### src/sv/csfp_pkg.sv
// ----------------------------------------------------------------------------
// csfp_pkg
// Shared types, constants and field tables of the cron schedule field parser.
// ----------------------------------------------------------------------------
`default_nettype none

package csfp_pkg;

  localparam int OUT_DATA_W = 136;

  localparam logic [7:0] CH_SPACE = 8'h20;
  localparam logic [7:0] CH_HASH  = 8'h23;
  localparam logic [7:0] CH_STAR  = 8'h2a;
  localparam logic [7:0] CH_COMMA = 8'h2c;
  localparam logic [7:0] CH_DASH  = 8'h2d;
  localparam logic [7:0] CH_SLASH = 8'h2f;
  localparam logic [7:0] CH_ZERO  = 8'h30;
  localparam logic [7:0] CH_NINE  = 8'h39;

  localparam logic [7:0] ANY_VALUE = 8'hff;
  localparam logic [7:0] SAT_MAX   = 8'hff;

  localparam logic [2:0] FLD_MINUTE  = 3'd0;
  localparam logic [2:0] FLD_HOUR    = 3'd1;
  localparam logic [2:0] FLD_DAY     = 3'd2;
  localparam logic [2:0] FLD_MONTH   = 3'd3;
  localparam logic [2:0] FLD_WEEKDAY = 3'd4;

  localparam logic [1:0] PART_START      = 2'd0;
  localparam logic [1:0] PART_END        = 2'd1;
  localparam logic [1:0] PART_STEP_ONE   = 2'd2;
  localparam logic [1:0] PART_STEP_RANGE = 2'd3;

  localparam logic [1:0] SEP_NONE  = 2'd0;
  localparam logic [1:0] SEP_SPACE = 2'd1;
  localparam logic [1:0] SEP_COMMA = 2'd2;

  typedef struct packed {
    logic       load;
    logic       apply_char;
    logic       setup;
    logic       walk;
    logic       end_item;
    logic [1:0] sep;
    logic       emit;
  } csfp_cmd_t;

  typedef struct packed {
    logic sep_finish;
    logic sep_space;
    logic is_eol;
    logic comment;
    logic item_live;
    logic walk_done;
    logic out_busy;
  } csfp_sts_t;

  function automatic logic field_low_one(input logic [2:0] f);
    return (f == FLD_DAY) || (f == FLD_MONTH);
  endfunction

  function automatic logic [7:0] field_high(input logic [2:0] f);
    logic [7:0] h;
    case (f)
      FLD_MINUTE:  h = 8'd59;
      FLD_HOUR:    h = 8'd23;
      FLD_DAY:     h = 8'd31;
      FLD_MONTH:   h = 8'd12;
      default:     h = 8'd6;
    endcase
    return h;
  endfunction

  function automatic logic [5:0] field_width(input logic [2:0] f);
    logic [5:0] w;
    case (f)
      FLD_MINUTE:  w = 6'd60;
      FLD_HOUR:    w = 6'd24;
      FLD_DAY:     w = 6'd31;
      FLD_MONTH:   w = 6'd12;
      default:     w = 6'd7;
    endcase
    return w;
  endfunction

  function automatic logic [7:0] add_digit(input logic [7:0] v, input logic [3:0] d);
    logic [11:0] n;
    n = {4'd0, v} * 12'd10 + {8'd0, d};
    return (n > {4'd0, SAT_MAX}) ? SAT_MAX : n[7:0];
  endfunction

endpackage

`default_nettype wire

### src/sv/cron_schedule_field_parser.sv
// ----------------------------------------------------------------------------
// cron_schedule_field_parser: crontab time fields to five match masks
// A plain character is loaded and then decoded; a closing space or comma is then set up,
// runs a mask walk of one position per cycle with an extra step for a range wrap, and ends the item.
// The line end loads the result; sync reset clears control, mask and item state.
// ----------------------------------------------------------------------------
`default_nettype none

module cron_schedule_field_parser (
  input  wire                               clk,
  input  wire                               rst_n,
  input  wire                               in_tvalid,
  output logic                              in_tready,
  // [7:0] ch
  input  wire  [7:0]                        in_tdata,
  input  wire                               in_tlast,
  output logic                              out_tvalid,
  input  wire                               out_tready,
  // [59:0] minute_mask, [83:60] hour_mask, [114:84] day_mask,
  // [126:115] month_mask, [133:127] weekday_mask, [135:134] zero
  output logic [csfp_pkg::OUT_DATA_W-1:0]   out_tdata,
  // [0] is_comment
  output logic                              out_tuser
);
  import csfp_pkg::*;

  csfp_cmd_t cmd;
  csfp_sts_t sts;

  csfp_ctrl u_ctrl (
    .clk      (clk),
    .rst_n    (rst_n),
    .in_valid (in_tvalid),
    .in_ready (in_tready),
    .sts      (sts),
    .cmd      (cmd)
  );

  csfp_dp u_dp (
    .clk         (clk),
    .rst_n       (rst_n),
    .in_ch       (in_tdata),
    .in_eol      (in_tlast),
    .cmd         (cmd),
    .sts         (sts),
    .out_valid   (out_tvalid),
    .out_ready   (out_tready),
    .out_data    (out_tdata),
    .out_comment (out_tuser)
  );

endmodule

`default_nettype wire

### src/sv/csfp_ctrl.sv
// ----------------------------------------------------------------------------
// csfp_ctrl
// Sequencer: takes a character, lets the datapath decode it, runs the mask
// walk for a finished item and hands the line result to the output register.
// ----------------------------------------------------------------------------
`default_nettype none

module csfp_ctrl (
  input  wire                  clk,
  input  wire                  rst_n,
  input  wire                  in_valid,
  output logic                 in_ready,
  input  csfp_pkg::csfp_sts_t  sts,
  output csfp_pkg::csfp_cmd_t  cmd
);
  import csfp_pkg::*;

  localparam logic [2:0] S_IDLE   = 3'd0;
  localparam logic [2:0] S_DECODE = 3'd1;
  localparam logic [2:0] S_SETUP  = 3'd2;
  localparam logic [2:0] S_WALK   = 3'd3;
  localparam logic [2:0] S_END    = 3'd4;
  localparam logic [2:0] S_EMIT   = 3'd5;

  logic [2:0] state_r, state_nxt;
  logic [1:0] sep_r, sep_nxt;

  always_comb begin
    state_nxt = state_r;
    sep_nxt   = sep_r;
    in_ready  = 1'b0;
    cmd       = '0;
    cmd.sep   = sep_r;
    case (state_r)
      S_IDLE: begin
        in_ready = 1'b1;
        if (in_valid) begin
          cmd.load  = 1'b1;
          state_nxt = S_DECODE;
        end
      end
      S_DECODE: begin
        cmd.apply_char = 1'b1;
        if (sts.sep_finish) begin
          sep_nxt   = sts.sep_space ? SEP_SPACE : SEP_COMMA;
          state_nxt = S_SETUP;
        end else if (sts.is_eol && !sts.comment) begin
          sep_nxt   = SEP_NONE;
          state_nxt = S_SETUP;
        end else if (sts.is_eol) begin
          state_nxt = S_EMIT;
        end else begin
          state_nxt = S_IDLE;
        end
      end
      S_SETUP: begin
        if (sts.item_live) begin
          cmd.setup = 1'b1;
          state_nxt = S_WALK;
        end else begin
          state_nxt = S_END;
        end
      end
      S_WALK: begin
        if (sts.walk_done) begin
          state_nxt = S_END;
        end else begin
          cmd.walk = 1'b1;
        end
      end
      S_END: begin
        cmd.end_item = 1'b1;
        state_nxt    = sts.is_eol ? S_EMIT : S_IDLE;
      end
      S_EMIT: begin
        if (!sts.out_busy) begin
          cmd.emit  = 1'b1;
          state_nxt = S_IDLE;
        end
      end
      default: begin
        state_nxt = S_IDLE;
      end
    endcase
  end

  always_ff @(posedge clk) begin
    if (!rst_n) begin
      state_r <= S_IDLE;
      sep_r   <= SEP_NONE;
    end else begin
      state_r <= state_nxt;
      sep_r   <= sep_nxt;
    end
  end

endmodule

`default_nettype wire

### src/sv/csfp_dp.sv
// ----------------------------------------------------------------------------
// csfp_dp
// Datapath: item fields, the five field masks, the one-position-per-cycle
// mask walk and the output register.
// ----------------------------------------------------------------------------
`default_nettype none

module csfp_dp (
  input  wire                               clk,
  input  wire                               rst_n,
  input  wire  [7:0]                        in_ch,
  input  wire                               in_eol,
  input  csfp_pkg::csfp_cmd_t               cmd,
  output csfp_pkg::csfp_sts_t               sts,
  output logic                              out_valid,
  input  wire                               out_ready,
  output logic [csfp_pkg::OUT_DATA_W-1:0]   out_data,
  output logic                              out_comment
);
  import csfp_pkg::*;

  logic [7:0]         ch_r;
  logic               eol_r;
  logic [2:0]         field_r;
  logic [59:0]        minute_r;
  logic [23:0]        hour_r;
  logic [30:0]        day_r;
  logic [11:0]        month_r;
  logic [6:0]         weekday_r;
  logic [7:0]         start_r;
  logic [7:0]         end_r;
  logic [7:0]         step_r;
  logic [1:0]         part_r;
  logic               star_r;
  logic               item_has_r;
  logic               field_started_r;
  logic               comment_r;
  logic               line_start_r;
  logic signed [9:0]  pos_r;
  logic signed [9:0]  to_rel_r;
  logic [7:0]         wstep_r;
  logic               phase_a_r;
  logic [5:0]         width_r;
  logic               out_valid_r;
  logic [OUT_DATA_W-1:0] out_data_r;
  logic               out_comment_r;

  logic               comment_eff;
  logic               active;
  logic               is_digit;
  logic [3:0]         digit;
  logic               low_one;
  logic [7:0]         high_val;
  logic               use_range;
  logic [7:0]         from_raw;
  logic [7:0]         to_raw;
  logic [7:0]         from_val;
  logic [7:0]         to_val;
  logic signed [9:0]  from_rel;
  logic signed [9:0]  to_rel;
  logic [7:0]         step_eff;
  logic signed [9:0]  width_s;
  logic signed [9:0]  step_s;
  logic               in_field;
  logic               b_go;
  logic               set_en;
  logic [63:0]        onehot;

  assign comment_eff = comment_r | (line_start_r && (ch_r == CH_HASH));
  assign active      = !comment_eff && (field_r <= FLD_WEEKDAY);
  assign is_digit    = (ch_r >= CH_ZERO) && (ch_r <= CH_NINE);
  assign digit       = ch_r[3:0];

  assign low_one   = field_low_one(field_r);
  assign high_val  = field_high(field_r);
  assign use_range = (part_r == PART_END) || (part_r == PART_STEP_RANGE);

  always_comb begin
    from_raw = start_r;
    to_raw   = start_r;
    if (use_range) begin
      from_raw = start_r;
      to_raw   = end_r;
    end else if (star_r) begin
      from_raw = ANY_VALUE;
      to_raw   = ANY_VALUE;
    end
    from_val = from_raw;
    to_val   = to_raw;
    if ((from_raw == ANY_VALUE) && (to_raw == ANY_VALUE)) begin
      from_val = {7'd0, low_one};
      to_val   = high_val;
    end
    step_eff = (part_r >= PART_STEP_ONE) ? step_r : 8'd1;
    if (step_eff == 8'd0) begin
      step_eff = 8'd1;
    end
  end

  assign from_rel = signed'({2'b00, from_val}) - signed'({9'd0, low_one});
  assign to_rel   = signed'({2'b00, to_val}) - signed'({9'd0, low_one});

  assign width_s  = signed'({4'd0, width_r});
  assign step_s   = signed'({2'b00, wstep_r});
  assign in_field = (pos_r >= 10'sd0) && (pos_r < width_s);
  assign b_go     = (pos_r <= to_rel_r) && (pos_r < width_s);
  assign set_en   = cmd.walk && in_field && (phase_a_r || b_go);
  assign onehot   = 64'd1 << pos_r[5:0];

  always_comb begin
    sts            = '0;
    sts.sep_finish = active && (((ch_r == CH_SPACE) && field_started_r) ||
                                (ch_r == CH_COMMA));
    sts.sep_space  = (ch_r == CH_SPACE);
    sts.is_eol     = eol_r;
    sts.comment    = comment_eff;
    sts.item_live  = item_has_r && (field_r <= FLD_WEEKDAY);
    sts.walk_done  = !phase_a_r && !b_go;
    sts.out_busy   = out_valid_r && !out_ready;
  end

  always_ff @(posedge clk) begin
    if (cmd.load) begin
      ch_r  <= in_ch;
      eol_r <= in_eol;
    end
    if (cmd.setup) begin
      pos_r     <= from_rel;
      to_rel_r  <= to_rel;
      wstep_r   <= step_eff;
      phase_a_r <= (from_val > to_val);
      width_r   <= field_width(field_r);
    end else if (cmd.walk) begin
      if (phase_a_r && !in_field) begin
        pos_r     <= pos_r - width_s;
        phase_a_r <= 1'b0;
      end else begin
        pos_r <= pos_r + step_s;
      end
    end
    if (cmd.emit) begin
      out_data_r    <= comment_r ? '0 :
                       {2'b00, weekday_r, month_r, day_r, hour_r, minute_r};
      out_comment_r <= comment_r;
    end
  end

  always_ff @(posedge clk) begin
    if (!rst_n) begin
      field_r         <= FLD_MINUTE;
      minute_r        <= '0;
      hour_r          <= '0;
      day_r           <= '0;
      month_r         <= '0;
      weekday_r       <= '0;
      start_r         <= '0;
      end_r           <= '0;
      step_r          <= '0;
      part_r          <= PART_START;
      star_r          <= 1'b0;
      item_has_r      <= 1'b0;
      field_started_r <= 1'b0;
      comment_r       <= 1'b0;
      line_start_r    <= 1'b1;
      out_valid_r     <= 1'b0;
    end else begin
      if (cmd.emit) begin
        out_valid_r <= 1'b1;
      end else if (out_ready) begin
        out_valid_r <= 1'b0;
      end

      if (cmd.apply_char) begin
        comment_r    <= comment_eff;
        line_start_r <= 1'b0;
        if (active) begin
          if (is_digit) begin
            field_started_r <= 1'b1;
            item_has_r      <= 1'b1;
            case (part_r)
              PART_START: start_r <= add_digit(start_r, digit);
              PART_END:   end_r   <= add_digit(end_r, digit);
              default:    step_r  <= add_digit(step_r, digit);
            endcase
          end else if (ch_r == CH_STAR) begin
            field_started_r <= 1'b1;
            item_has_r      <= 1'b1;
            star_r          <= 1'b1;
          end else if (ch_r == CH_DASH) begin
            field_started_r <= 1'b1;
            item_has_r      <= 1'b1;
            if (part_r == PART_START) begin
              part_r <= PART_END;
            end
          end else if (ch_r == CH_SLASH) begin
            field_started_r <= 1'b1;
            item_has_r      <= 1'b1;
            if (part_r == PART_START) begin
              part_r <= PART_STEP_ONE;
            end else if (part_r == PART_END) begin
              part_r <= PART_STEP_RANGE;
            end
          end
        end
      end

      if (set_en) begin
        case (field_r)
          FLD_MINUTE:  minute_r  <= minute_r | onehot[59:0];
          FLD_HOUR:    hour_r    <= hour_r | onehot[23:0];
          FLD_DAY:     day_r     <= day_r | onehot[30:0];
          FLD_MONTH:   month_r   <= month_r | onehot[11:0];
          default:     weekday_r <= weekday_r | onehot[6:0];
        endcase
      end

      if (cmd.end_item) begin
        start_r    <= '0;
        end_r      <= '0;
        step_r     <= '0;
        part_r     <= PART_START;
        star_r     <= 1'b0;
        item_has_r <= 1'b0;
        case (cmd.sep)
          SEP_SPACE: begin
            field_r         <= field_r + 3'd1;
            field_started_r <= 1'b0;
          end
          SEP_COMMA: begin
            field_started_r <= 1'b1;
          end
          default: begin
          end
        endcase
      end

      if (cmd.emit) begin
        field_r         <= FLD_MINUTE;
        minute_r        <= '0;
        hour_r          <= '0;
        day_r           <= '0;
        month_r         <= '0;
        weekday_r       <= '0;
        start_r         <= '0;
        end_r           <= '0;
        step_r          <= '0;
        part_r          <= PART_START;
        star_r          <= 1'b0;
        item_has_r      <= 1'b0;
        field_started_r <= 1'b0;
        comment_r       <= 1'b0;
        line_start_r    <= 1'b1;
      end
    end
  end

  assign out_valid   = out_valid_r;
  assign out_data    = out_data_r;
  assign out_comment = out_comment_r;

endmodule

`default_nettype wire

### config.mk
export PLATFORM = sky130hd
export DESIGN_NAME = cron_schedule_field_parser
export DESIGN_NICKNAME = d
export VERILOG_FILES = /design/src/sv/csfp_pkg.sv /design/src/sv/cron_schedule_field_parser.sv /design/src/sv/csfp_ctrl.sv /design/src/sv/csfp_dp.sv
export SDC_FILE = /design/constraint.sdc
export NUM_CORES = 1
export LEC_CHECK = 0
export CAP_MARGIN = 25
export CORE_MARGIN = 4
export CORE_UTILIZATION = 52
export CTS_BUF_LIST = sky130_fd_sc_hd__clkbuf_4 sky130_fd_sc_hd__clkbuf_8 sky130_fd_sc_hd__clkbuf_16
export DETAILED_ROUTE_END_ITERATION = 7
export DONT_BUFFER_PORTS = 1
export PLACE_DENSITY_LB_ADDON = 0.1
export SYNTH_ARGS = -nofsm -noshare
export SYNTH_HDL_FRONTEND = slang
export SYNTH_SLANG_ARGS = --single-unit
### constraint.sdc
create_clock -name clk -period 9.4 [get_ports clk]
set_input_delay 1.88 -clock clk [delete_from_list [all_inputs] [get_ports clk]]
set_output_delay 1.88 -clock clk [all_outputs]
set_load 0.01 [all_outputs]
==> reports/results.txt <==
PortBufs -> 0
Post-Layout Inst Area -> 17700 sq um
CTS clk-pin slew, worst paths -> 0.06 ns
DR WL met2 -> 16600 um
RSZ-0062 raised after global routing -> no
crit path launch type -> flop
Die Y -> 184 um
Via Count -> 11000
largest net degree at the start of global routing -> 95
Adder-Cell Fraction of Synth Area -> 0.0786
Final setup viols -> 0
clk_skew -> 0.0249 ns
Core ar. -> 30500 sq um
Post-CTS Setup Inserts -> 0
most frequent cells in the layout -> 206 x nand2_1, 177 x edfxtp_1, 173 x dfxtp_1
sequential share of the synthesized area -> 0.548
met3 wire len -> 1820 um
Syn Area/Cell -> 10.4 sq um
Clock Tree Buf Depth -> 3
Initial DRC Count -> 699
Die ar. -> 33700 sq um
Tot Pwr -> 0.00329 W
Required @ worst endpoint -> 9.84 ns
GRT Overall Usage -> 0.210
CTS tree -> yes
CP max FO -> 17
reg-to-reg startpoint -> u_dp.pos_r[0]
peak supply drop -> 0.118 mV
post-synthesis mux area share -> 0.00382
NumNets Final -> 1626
worst slew pin tran -> 1.03 ns
# IOs -> 152
cts hold-fix bufs -> 0
Clock Latency Late Sink -> 0.53 ns
#FFs+latches synth -> 351
post-DR vias/cell -> 5.66
clock sink count -> 351
P_leak -> 6.72 nW
Synth warnings -> 0
Core Util, Final -> 0.579
most common cell after layout, fill and taps aside -> nand2_1
Final Hold Viols -> 0
number of global-route vias before repair -> 10700
initial core utilization -> 0.526
detailed-route wire length -> 35800 um
proportion of layout cells with a drive suffix above 1 -> 0.0660
WL per Instance -> 18.5 um
# DRC -> 0
site row count -> 64
PwrDens -> 186 nW/um^2
Initial DRT Pass Iterations -> 7
Synth async-reset ratio -> 0
Synth cell types -> 69
critical path class -> reg -> reg
Post-synth EDFFs -> 177
synthesized area -> 16000 sq um
f_max -> 250 MHz
max-slew violation count -> 0
die width -> 184 um
final antenna-violating net count -> 0
PostCTS Resize Cnt -> 0
simple-gate share of the synthesized area -> 0.180
worst rel slew slack -> 0.315
Tcrit/Tclk final -> 0.426
highest metal used -> met4
status -> completed
Inst Count DP -> 1874
Tmin final -> 4.00 ns
critical path capture point type -> flop
Crit path arrival time -> 4.44 ns
DP Area -> 16400 sq um
Diodes inserted -> 0
wl on met1 -> 16500 um
gp weighted congestion -> 0.878
non-filler cells, final -> 1942
hold crit path type -> reg -> reg
XOR/XNOR share of the synthesized area -> 0.0207
initial antenna violation count -> 0
Worst Hold Launch -> u_dp.day_r[12]
first-pass GRT wire length -> 57800 um
HPWL after DPL -> 25000 um
total gr overflow -> 0
CTS buffer count -> 37
P&R area growth vs syn -> 10.1%
main combinational cell family by area after synthesis -> simple AND/OR/NAND/NOR gates
Mapped Cells -> 1543
critical path launch point -> u_dp.pos_r[0]
ys flop type -> edfxtp_1
setup tns final -> 0 ns
Maximum Capacitance Violations -> 0
Synth Area in Compound Gates -> 0.136
htree depth -> 2
Root Driver -> clkbuf_16
==> metal layers <==
metal  vias up  track usage
met3        71       0.0350
li1       5430            -
met1      5194        0.292
met4         0       0.0575
met2       292        0.343
met5         -            0
==> logic make-up (layout without fill, tap and decap cells) <==
logic type,count (synthesis),in the layout
buffers and inverters,131,133
adder cells (fa/ha/maj),96,96
flip-flops,351,351
other,1,2
AO/OA/AOI/OAI,344,344
AND/OR/NAND/NOR,576,576
XOR/XNOR,38,38
multiplexers,6,6
==> where the power goes <==
part           switching, W  internal (W)  leakage (nW)
Sequential        0.0000345       0.00163          2.98
Clock              0.000588      0.000944         0.658
Combinational     0.0000649     0.0000251          3.08
Total              0.000688       0.00260          6.72
==> critical path, stage by stage (launching register included) <==
cell,delay (ns)
edfxtp_1,0.57
inv_1,0.27
ha_1,0.23
fa_1,0.20
nor2b_1,0.08
o31a_1,0.33
o21ai_0,0.34
nand2_1,0.40
nand4b_1,0.86
buf_4,0.47
o21ai_0,0.17
==> Yosys cell counts, types with 3 or more instances <==
library cell  number  area share
buf_2              7      0.0022
dfxtp_1          174        0.22
ha_1              88       0.069
a21o_1            14      0.0066
xnor2_1           24       0.013
nor2_1            75       0.018
a21oi_1           63       0.020
nand2_1          206       0.048
and3_1             5      0.0019
clkbuf_1          68       0.016
inv_1             51       0.012
or2_2              5      0.0019
o31a_1             5      0.0027
xor2_1            14      0.0076
nor3_1            35       0.011
o21bai_1           4      0.0019
edfxtp_1         177        0.33
a31oi_1            7      0.0027
nand3_1           19      0.0059
o211a_1            3      0.0019
mux2i_1            5      0.0031
a32o_1             7      0.0044
o31ai_1           41       0.019
nand4_1            8      0.0031
and2_1            16      0.0062
buf_4              3      0.0014
nand2b_1          15      0.0058
o21ai_0          134       0.042
o22ai_1            5      0.0019
nor2b_1          151       0.059
or3_1             12      0.0047
nand4b_1           5      0.0027
o41ai_1           14      0.0076
a211oi_1          11      0.0051
fa_1               8       0.010
o21a_1            13      0.0061
nor4_1            10      0.0039
==> per-stage QoR <==
step / setup slack (ns) / hold slack [ns]
floorplan: 1.19 / 0.412
global route: 5.17 / 0.466
detailed placement: 4.97 / 0.429
global placement: 5.07 / 0.420
CTS: 5.49 / 0.446
finish: 5.40 / 0.442
==> final cells by class <==
cell class	count	area [sq um]
clock buffer	51	1070
clock inverter	17	233
sequential	351	8800
tap	396	495
multi-input combinational	1062	6740
fill	2601	12800
timing repair buffer	13	118
inverter	52	195
==> path summary, 6_finish.rpt <==
check / end / slack, ns / cells after the start
setup / recovery: u_dp.minute_r[41] / 5.40 / 10
hold / removal: u_dp.day_r[12] / 0.44 / 2
setup reg to reg: u_dp.minute_r[41] / 5.40 / 10
hold reg to reg: u_dp.day_r[12] / 0.44 / 2
==> flip-flops by register name (all words and copies together), names as in the netlist, 9 cells and up <==
register,count
u_dp.to_rel_r,9
u_dp.pos_r,10
u_dp.hour_r,24
u_dp.minute_r,60
u_dp.out_data,134
u_dp.day_r,31
u_dp.month_r,12
No activity file was read; power rests on OpenSTA's default activity.
